--- src/rtl/sbt_pkg.sv ---
// Shared constants, codes and types for the smoke background tracker.
`default_nettype none

package sbt_pkg;

  // Fixed field widths
  localparam int LVL_W   = 10;
  localparam int ALARM_W = 10;
  localparam int READ_W  = 7;
  localparam int TICK_W  = 9;

  // Tracking period in ticks and the number of level bits honoured
  localparam int UPDATE_PERIOD = 450;
  localparam int LEVEL_BITS    = 10;

  localparam int HIST_DEPTH = 6;

  // Serial divider sizing: dividend up to 1023*32 + 1023*23 fits 16 bits
  localparam int DIV_W = 16;
  localparam int CNT_W = 4;

  // Legal windows and defaults
  localparam logic [ALARM_W-1:0] ALARM_MIN     = 10'd20;
  localparam logic [ALARM_W-1:0] ALARM_MAX     = 10'd600;
  localparam logic [ALARM_W-1:0] ALARM_DEFAULT = 10'd30;
  localparam logic [LVL_W-1:0]   BG_MIN        = 10'd20;
  localparam logic [LVL_W-1:0]   BG_MAX        = 10'd500;
  localparam logic [LVL_W-1:0]   BG_DEFAULT    = 10'd60;
  localparam logic [LVL_W-1:0]   DRIFT_LIMIT   = 10'd800;

  localparam logic [7:0] ALARM_MULT = 8'd23;

  // Reading limits
  localparam logic [READ_W-1:0] READ_MIN    = 7'd9;
  localparam logic [READ_W-1:0] READ_MAX    = 7'd99;
  localparam logic [READ_W-1:0] FAULT_LIMIT = 7'd54;

  // Fault codes
  localparam logic [READ_W-1:0] CODE_SENSOR = 7'h01;
  localparam logic [READ_W-1:0] CODE_DRIFT  = 7'h02;
  localparam logic [READ_W-1:0] CODE_CONFIG = 7'h04;
  localparam logic [READ_W-1:0] CODE_STORE  = 7'h08;

  typedef enum logic {
    OP_INIT = 1'b0,
    OP_TICK = 1'b1
  } op_t;

  typedef enum logic {
    REG_ALARM_LEVEL = 1'b0,
    REG_INITIAL_BG  = 1'b1
  } reg_idx_t;

  typedef enum logic [2:0] {
    ST_IDLE,
    ST_UPDATE,
    ST_PREP,
    ST_DIV,
    ST_DONE
  } state_t;

endpackage

`default_nettype wire

--- src/rtl/smoke_background_tracker.sv ---
// Top level of the smoke background tracker: sequencer, state and serial divider.
`default_nettype none

// Each accepted word (init or tick) yields exactly one result word. The
// block handles one word at a time: accept, apply init or tick/tracking
// state changes, form the dividend, run a shared restoring divider (one
// quotient bit a cycle), then form the reading and load the output
// register. A new word is taken only once the last one has been loaded
// into the output register. The output register holds a finished word
// while the input side already takes the next one; in_stall is high while
// a word is being worked on, or while the finished word waits for a full
// output register to drain. Configuration registers are read only by an
// init word; write them only while the block is idle. Level bits above
// LEVEL_BITS are ignored.
module smoke_background_tracker (
  input  wire                            clk,
  input  wire                            rst_n,
  // configuration write port
  input  wire                            cfg_we,
  input  wire                            cfg_index,
  input  wire [sbt_pkg::ALARM_W-1:0]     cfg_data,
  // input channel
  input  wire                            in_valid,
  output logic                           in_stall,
  input  wire                            in_op,
  input  wire [sbt_pkg::LVL_W-1:0]       in_level,
  input  wire                            in_sensor_fault,
  input  wire                            in_store_fault,
  input  wire                            in_other_fault,
  // result channel
  output logic                           out_valid,
  input  wire                            out_stall,
  output logic [sbt_pkg::READ_W-1:0]     out_reading,
  output logic [sbt_pkg::LVL_W-1:0]      out_background,
  output logic                           out_drift_flag,
  output logic                           out_config_fault
);

  localparam int LVL_W   = sbt_pkg::LVL_W;
  localparam int ALARM_W = sbt_pkg::ALARM_W;
  localparam int READ_W  = sbt_pkg::READ_W;
  localparam int TICK_W  = sbt_pkg::TICK_W;
  localparam int DIV_W   = sbt_pkg::DIV_W;
  localparam int CNT_W   = sbt_pkg::CNT_W;
  localparam int HIST_D  = sbt_pkg::HIST_DEPTH;

  localparam logic [LVL_W-1:0]  LEVEL_MASK = LVL_W'((1 << sbt_pkg::LEVEL_BITS) - 1);
  localparam logic [TICK_W-1:0] PERIOD     = TICK_W'(sbt_pkg::UPDATE_PERIOD);
  localparam logic [CNT_W-1:0]  LAST_STEP  = CNT_W'(DIV_W - 1);

  // Configuration registers
  logic [ALARM_W-1:0] cfg_alarm_r;
  logic [LVL_W-1:0]   cfg_bg_r;

  // Tracker state
  logic [LVL_W-1:0]   bg_r;
  logic [ALARM_W-1:0] alarm_r;
  logic [LVL_W-1:0]   recent_r;
  logic [LVL_W-1:0]   hist_r [HIST_D];
  logic [TICK_W-1:0]  tick_r;
  logic               parity_r;
  logic               drift_r;
  logic               cfg_bad_r;

  // Captured input word
  logic               op_r;
  logic [LVL_W-1:0]   lvl_r;
  logic               sensor_r;
  logic               store_r;
  logic               other_r;

  // Divider
  logic [DIV_W-1:0]   dvd_r;
  logic [ALARM_W-1:0] rem_r;
  logic [CNT_W-1:0]   cnt_r;
  logic               pos_r;

  // Output register
  logic               out_valid_r;
  logic [READ_W-1:0]  out_reading_r;
  logic [LVL_W-1:0]   out_bg_r;
  logic               out_drift_r;
  logic               out_cfg_r;

  sbt_pkg::state_t    state_r, state_nxt;

  // Sequencer decodes
  logic in_take;
  logic do_update;
  logic do_prep;
  logic do_div;
  logic do_load;
  logic out_free;

  assign out_free = !out_valid_r || !out_stall;

  always_comb begin
    state_nxt = state_r;
    unique case (state_r)
      sbt_pkg::ST_IDLE:   if (in_valid) state_nxt = sbt_pkg::ST_UPDATE;
      sbt_pkg::ST_UPDATE: state_nxt = sbt_pkg::ST_PREP;
      sbt_pkg::ST_PREP:   state_nxt = sbt_pkg::ST_DIV;
      sbt_pkg::ST_DIV:    if (cnt_r == LAST_STEP) state_nxt = sbt_pkg::ST_DONE;
      sbt_pkg::ST_DONE:   if (out_free) state_nxt = sbt_pkg::ST_IDLE;
      default:            state_nxt = sbt_pkg::ST_IDLE;
    endcase
  end

  always_comb begin
    in_stall  = 1'b1;
    do_update = 1'b0;
    do_prep   = 1'b0;
    do_div    = 1'b0;
    do_load   = 1'b0;
    unique case (state_r)
      sbt_pkg::ST_IDLE:   in_stall  = 1'b0;
      sbt_pkg::ST_UPDATE: do_update = 1'b1;
      sbt_pkg::ST_PREP:   do_prep   = 1'b1;
      sbt_pkg::ST_DIV:    do_div    = 1'b1;
      sbt_pkg::ST_DONE:   do_load   = out_free;
      default:            in_stall  = 1'b1;
    endcase
  end

  assign in_take = in_valid && !in_stall;

  always_ff @(posedge clk) begin
    if (!rst_n) begin
      state_r <= sbt_pkg::ST_IDLE;
    end else begin
      state_r <= state_nxt;
    end
  end

  // Configuration writes
  always_ff @(posedge clk) begin
    if (!rst_n) begin
      cfg_alarm_r <= sbt_pkg::ALARM_DEFAULT;
      cfg_bg_r    <= sbt_pkg::BG_DEFAULT;
    end else if (cfg_we) begin
      unique case (sbt_pkg::reg_idx_t'(cfg_index))
        sbt_pkg::REG_ALARM_LEVEL: cfg_alarm_r <= cfg_data;
        sbt_pkg::REG_INITIAL_BG:  cfg_bg_r    <= cfg_data;
        default:                  cfg_alarm_r <= cfg_alarm_r;
      endcase
    end
  end

  // Capture the input word
  always_ff @(posedge clk) begin
    if (in_take) begin
      op_r     <= in_op;
      lvl_r    <= in_level & LEVEL_MASK;
      sensor_r <= in_sensor_fault;
      store_r  <= in_store_fault;
      other_r  <= in_other_fault;
    end
  end

  // Init checks
  logic               bg_bad;
  logic               alarm_bad;
  logic [LVL_W-1:0]   bg_init;
  logic [ALARM_W-1:0] alarm_init;

  assign bg_bad     = (cfg_bg_r > sbt_pkg::BG_MAX) || (cfg_bg_r < sbt_pkg::BG_MIN);
  assign alarm_bad  = (cfg_alarm_r > sbt_pkg::ALARM_MAX) || (cfg_alarm_r < sbt_pkg::ALARM_MIN);
  assign bg_init    = bg_bad ? sbt_pkg::BG_DEFAULT : cfg_bg_r;
  assign alarm_init = alarm_bad ? sbt_pkg::ALARM_DEFAULT : cfg_alarm_r;

  // Tick and tracking decisions
  logic [TICK_W-1:0]  tick_inc;
  logic               period_hit;
  logic               parity_new;
  logic [ALARM_W-1:0] half, quarter, eighth;
  logic [LVL_W-1:0]   diff_recent, diff_new, diff_old;
  logic               check_old;
  logic               bg_accept;

  function automatic logic [LVL_W-1:0] abs_diff(input logic [LVL_W-1:0] a,
                                                 input logic [LVL_W-1:0] b);
    abs_diff = (a > b) ? (a - b) : (b - a);
  endfunction

  assign tick_inc    = tick_r + TICK_W'(1);
  assign period_hit  = tick_inc >= PERIOD;
  assign parity_new  = ~parity_r;
  assign half        = alarm_r >> 1;
  assign quarter     = alarm_r >> 2;
  assign eighth      = alarm_r >> 3;
  assign diff_recent = abs_diff(lvl_r, recent_r);
  assign diff_new    = abs_diff(lvl_r, hist_r[0]);
  assign diff_old    = abs_diff(lvl_r, hist_r[HIST_D-1]);
  assign check_old   = (eighth > diff_recent) || !(quarter < diff_new);
  assign bg_accept   = check_old && !(half < diff_old);

  // Tracker state update
  always_ff @(posedge clk) begin
    if (!rst_n) begin
      bg_r      <= sbt_pkg::BG_DEFAULT;
      alarm_r   <= sbt_pkg::ALARM_DEFAULT;
      recent_r  <= sbt_pkg::BG_DEFAULT;
      for (int i = 0; i < HIST_D; i++) begin
        hist_r[i] <= sbt_pkg::BG_DEFAULT;
      end
      tick_r    <= '0;
      parity_r  <= 1'b0;
      drift_r   <= 1'b0;
      cfg_bad_r <= 1'b0;
    end else if (do_update) begin
      if (sbt_pkg::op_t'(op_r) == sbt_pkg::OP_INIT) begin
        // Seed background and history from the checked registers
        if (bg_bad || alarm_bad) begin
          cfg_bad_r <= 1'b1;
        end
        bg_r     <= bg_init;
        alarm_r  <= alarm_init;
        recent_r <= bg_init;
        for (int i = 0; i < HIST_D; i++) begin
          hist_r[i] <= bg_init;
        end
      end else if (period_hit) begin
        tick_r   <= '0;
        parity_r <= parity_new;
        if (bg_accept) begin
          bg_r    <= lvl_r;
          drift_r <= lvl_r > sbt_pkg::DRIFT_LIMIT;
        end
        // Deep history advances on alternate updates only
        if (!parity_new) begin
          for (int i = 1; i < HIST_D; i++) begin
            hist_r[i] <= hist_r[i-1];
          end
        end
        hist_r[0] <= recent_r;
        recent_r  <= lvl_r;
      end else begin
        tick_r <= tick_inc;
      end
    end
  end

  // Dividend: level*32 + alarm*23 - background*32
  logic [DIV_W-1:0]   num;
  logic [DIV_W-1:0]   base;
  logic [LVL_W:0]     trial;
  logic               trial_ge;

  assign num  = DIV_W'({lvl_r, 5'b0}) + DIV_W'(alarm_r * sbt_pkg::ALARM_MULT);
  assign base = DIV_W'({bg_r, 5'b0});

  // Shared restoring step: one quotient bit a cycle
  assign trial    = {rem_r, dvd_r[DIV_W-1]};
  assign trial_ge = trial >= {1'b0, alarm_r};

  always_ff @(posedge clk) begin
    if (do_prep) begin
      pos_r <= num > base;
      dvd_r <= num - base;
      rem_r <= '0;
      cnt_r <= '0;
    end else if (do_div) begin
      rem_r <= trial_ge ? ALARM_W'(trial - {1'b0, alarm_r}) : ALARM_W'(trial);
      dvd_r <= {dvd_r[DIV_W-2:0], trial_ge};
      cnt_r <= cnt_r + CNT_W'(1);
    end
  end

  // Clamp the quotient and substitute a fault code where needed
  logic [READ_W-1:0] conc;
  logic              any_fault;
  logic [READ_W-1:0] code;
  logic [READ_W-1:0] reading;

  always_comb begin
    if (!pos_r) begin
      conc = sbt_pkg::READ_MIN;
    end else if (dvd_r > DIV_W'(sbt_pkg::READ_MAX)) begin
      conc = sbt_pkg::READ_MAX;
    end else if (dvd_r < DIV_W'(sbt_pkg::READ_MIN)) begin
      conc = sbt_pkg::READ_MIN;
    end else begin
      conc = dvd_r[READ_W-1:0];
    end
  end

  assign any_fault = sensor_r || store_r || other_r || drift_r || cfg_bad_r;

  always_comb begin
    code = '0;
    if (sensor_r) code = code | sbt_pkg::CODE_SENSOR;
    if (drift_r)  code = code | sbt_pkg::CODE_DRIFT;
    if (cfg_bad_r) code = sbt_pkg::CODE_CONFIG;
    if (store_r)  code = sbt_pkg::CODE_STORE;
  end

  assign reading = (any_fault && (conc < sbt_pkg::FAULT_LIMIT)) ? code : conc;

  // Output register: hold until taken, reload as it drains
  always_ff @(posedge clk) begin
    if (!rst_n) begin
      out_valid_r <= 1'b0;
    end else if (do_load) begin
      out_valid_r <= 1'b1;
    end else if (!out_stall) begin
      out_valid_r <= 1'b0;
    end
  end

  always_ff @(posedge clk) begin
    if (do_load) begin
      out_reading_r <= reading;
      out_bg_r      <= bg_r;
      out_drift_r   <= drift_r;
      out_cfg_r     <= cfg_bad_r;
    end
  end

  assign out_valid        = out_valid_r;
  assign out_reading      = out_reading_r;
  assign out_background   = out_bg_r;
  assign out_drift_flag   = out_drift_r;
  assign out_config_fault = out_cfg_r;

endmodule

`default_nettype wire

--- config.mk ---
export PLATFORM = sky130hd
export DESIGN_NAME = smoke_background_tracker
export DESIGN_NICKNAME = d
export VERILOG_FILES = /design/src/rtl/sbt_pkg.sv /design/src/rtl/smoke_background_tracker.sv
export SDC_FILE = /design/constraint.sdc
export NUM_CORES = 1
export LEC_CHECK = 0
export BUFFER_PORTS_ARGS = -buffer_cell sky130_fd_sc_hd__buf_2
export CORE_MARGIN = 10
export CORE_UTILIZATION = 55
export CTS_BUF_LIST = sky130_fd_sc_hd__clkbuf_8 sky130_fd_sc_hd__clkbuf_16
export DETAILED_ROUTE_END_ITERATION = 10
export PLACE_DENSITY = 0.72
export RECOVER_POWER = 25
export REMOVE_ABC_BUFFERS = 1
export SLEW_MARGIN = 20
export SYNTH_ARGS = -nofsm -noshare
export SYNTH_HDL_FRONTEND = slang
export SYNTH_SLANG_ARGS = --single-unit
--- constraint.sdc ---
create_clock -name clk -period 11.8 [get_ports clk]
set_clock_uncertainty 0.05 [all_clocks]
set_input_delay 2.36 -clock clk [delete_from_list [all_inputs] [get_ports clk]]
set_output_delay 2.36 -clock clk [all_outputs]
set_load 0.05 [all_outputs]
==> results.ini <==
[status]
status = finished with violations
violations = capacitance limit, slew limit

[power_and_ir_drop]
max-vdd-ir-drop_v = 0.0000869
p_leak_nw = 6.18
power.density_nw_per_um2 = 146

[placed_design]
portBuffers = 50
post-dp-hpwl_mm = 27.5
gp_congestion = 0.976
place_ws_ns = 6.31

[floorplan]
fp.dieW_um = 176
num_rows = 56
dieArea_um2 = 30900
die_y_um = 176
start_util_pct = 56.3
io_pins = 51
core_area_um2 = 23700

[yosys]
syn_inst = 1448
async_flop_share_pct = 0
synth-seq-cells = 190
syn_area_um2 = 13300
synth.largest_area_cell = edfxtp_1
yosysWarnings = 0
synthTopCellsByArea = edfxtp_1, ha_1, dfxtp_1
synth_edf_count = 110
synth.top_cells.by_count = nand2_1, inv_1, ha_1, edfxtp_1, a21oi_1
yosysUniqueCellTypes = 81
yosys.area.top_type_share_pct = 24.8
ys_seq_area_share_pct = 36.8
ys.flop_type = edfxtp_1
yosysMostFrequentCell = nand2_1
avgSynthCellArea_um2 = 9.20

[timing]
rsz0062_at_grt = no
holdWs_ns = 0.413
period_share_pct = 50.9
fin_ws_ns = 5.79
max_freq_mhz = 166
max_slew.worst_pin.slew_ns = 2.26
fin_setup_tns_ns = 0
slew_headroom_pct = -50.4
period_needed_ns = 6.01
maxSlewViolCount = 61
hold_viol = 0
finalSetupViolations = 0

[global_routing]
grt_pass1_vias = 10100
grtUsageTotal_pct = 23.1
grt_pass1_wl_mm = 56.4
grt_antenna_before_repair = 1
grt_overflow = 0
grt_start_max_net_pins = 61

[clocking]
htreeDepth = 4
holdBufCountCts = 0
cts_setup_buffers = 0
cts.clk_slew.worst_paths_ns = 0.09
clkLatencyLatePin_ns = 0.46
clock-sinks = 190
cts_resized = 0
cts_tree = done
cts_buffers = 17
cts_root_buf = clkbuf_16
clk_path_buf_depth = 2

[final_layout]
nets = 1670
fill_cells = 2083
n_antenna_cell = 0
drive_gt1_share_pct = 8.88
syn_to_final_growth_pct = 8.08

[setup_path]
startpoint = rst_n
r2r-start = alarm_r[5]$_SDFFE_PN0P_
worstPathArrival_ns = 6.11
endpoint_kind = flip-flop
criticalPathCategory = input pin to flip-flop
crit_fanout = 60
crit_required_ns = 11.90
start_kind = input pin

[min_path]
min_from = cnt_r[1]$_SDFFE_PP0P_
hold_path.class = flip-flop to flip-flop

[detailed_routing]
drt-initial-drc-count = 977
wire_per_inst_um = 19.8
drc = 0
viasPerCell = 5.95
drt_wl_total_mm = 35.8
ant_nets = 0
num_vias = 10700
firstDrtPassIters = 5

[run]
maxCapViolations = 1

-- layout by cell type, fill, tap and decap left out, drive strengths merged, types with 10 or more instances in the layout --
cell type and n:
inv 149, o21ai 82, nand3 39, ha 136, and3 10, nor3 40
buf 52, nor2b 27, clkbuf 25, a31oi 11, a211oi 11, nand2 209
xor2 13, nand4 17, nand2b 10, xnor2 39, dfxtp 80, a21boi 17
nor2 58, fa 31, o22ai 13, or2 10, o211ai 13, a21o 20
o21a 21, and2 17, a21oi 93, edfxtp 110, mux2i 23, nor4 11
-- critical path: stages --
cell,delay [ns]
buf_2,0.07
clkbuf_1,1.60
nand2_1,0.68
or2_2,0.61
o21ai_0,0.52
o21ai_0,0.26
-- layer usage --
layer / up-vias / GRT usage (%) / share of wire (%)
met3: 64 / 5.58 / 8.1
met4: 2 / 7.77 / 2.6
met2: 397 / 34.7 / 44
li1: 5174 / - / -
met5: - / 0 / 0.034
met1: 5107 / 31.9 / 46
-- area by class of cell --
cell class,instances,area (µm²),area share [%]
Inverter,140,526,3.65
Sequential cell,190,4900,34.0
Multi-Input combinational cell,1065,7640,53.0
Timing Repair Buffer,59,304,2.11
Clock buffer,18,450,3.13
Clock inverter,14,185,1.29
Tap cell,319,399,2.77
-- flip-flops by register name (all words and copies together), names as in the netlist, 9 cells and up --
register	cells
dvd_r	16
bg_r	10
hist_r	60
cfg_bg_r	10
cfg_alarm_r	10
out_background	10
lvl_r	10
recent_r	10
rem_r	10
tick_r	9
alarm_r	10
-- final timing paths --
check	depth (start not counted)	slack (ns)	to
worst min-delay path	2	0.41	cnt_r[1]$_SDFFE_PP0P_
worst max register to register	20	6.21	dvd_r[14]$_DFFE_PP_
worst min register to register	2	0.41	cnt_r[1]$_SDFFE_PP0P_
worst max-delay path	6	5.79	hist_r[0][14]$_SDFFCE_PN1P_
-- logic make-up (layout without fill, tap and decap cells) --
logic type                 count (synthesis)  count (layout)  synth area share (%)
adders and majority gates                167             167                  17.4
muxes                                     30              30                  2.35
xor gates and xnor gates                  52              52                  3.42
DFF                                      190             190                  36.8
AOI/OAI and AO/OA                        345             345                  16.9
and+or+nand+nor                          471             471                  17.1
buffers and inverters                    193             231                  5.99
-- report_power, final --
part           switching, mW  internal, mW
clock                  0.316         0.307
combinational          0.402         0.271
sequential            0.0483         0.753
total                  0.767          1.33
-- stage by stage --
stage	total power, mW	instances	instance area [µm²]	utilization, %
3_5_place_dp	1.48	1773	13800	58.2
5_1_grt	2.21	1805	14400	60.8
3_3_place_gp	1.48	1773	13800	58.2
2_1_floorplan	1.30	1395	13100	-
4_1_cts	2.10	1805	14400	60.9
6_report	2.10	1805	14400	60.8
No activity file was read; power rests on OpenSTA's default activity.
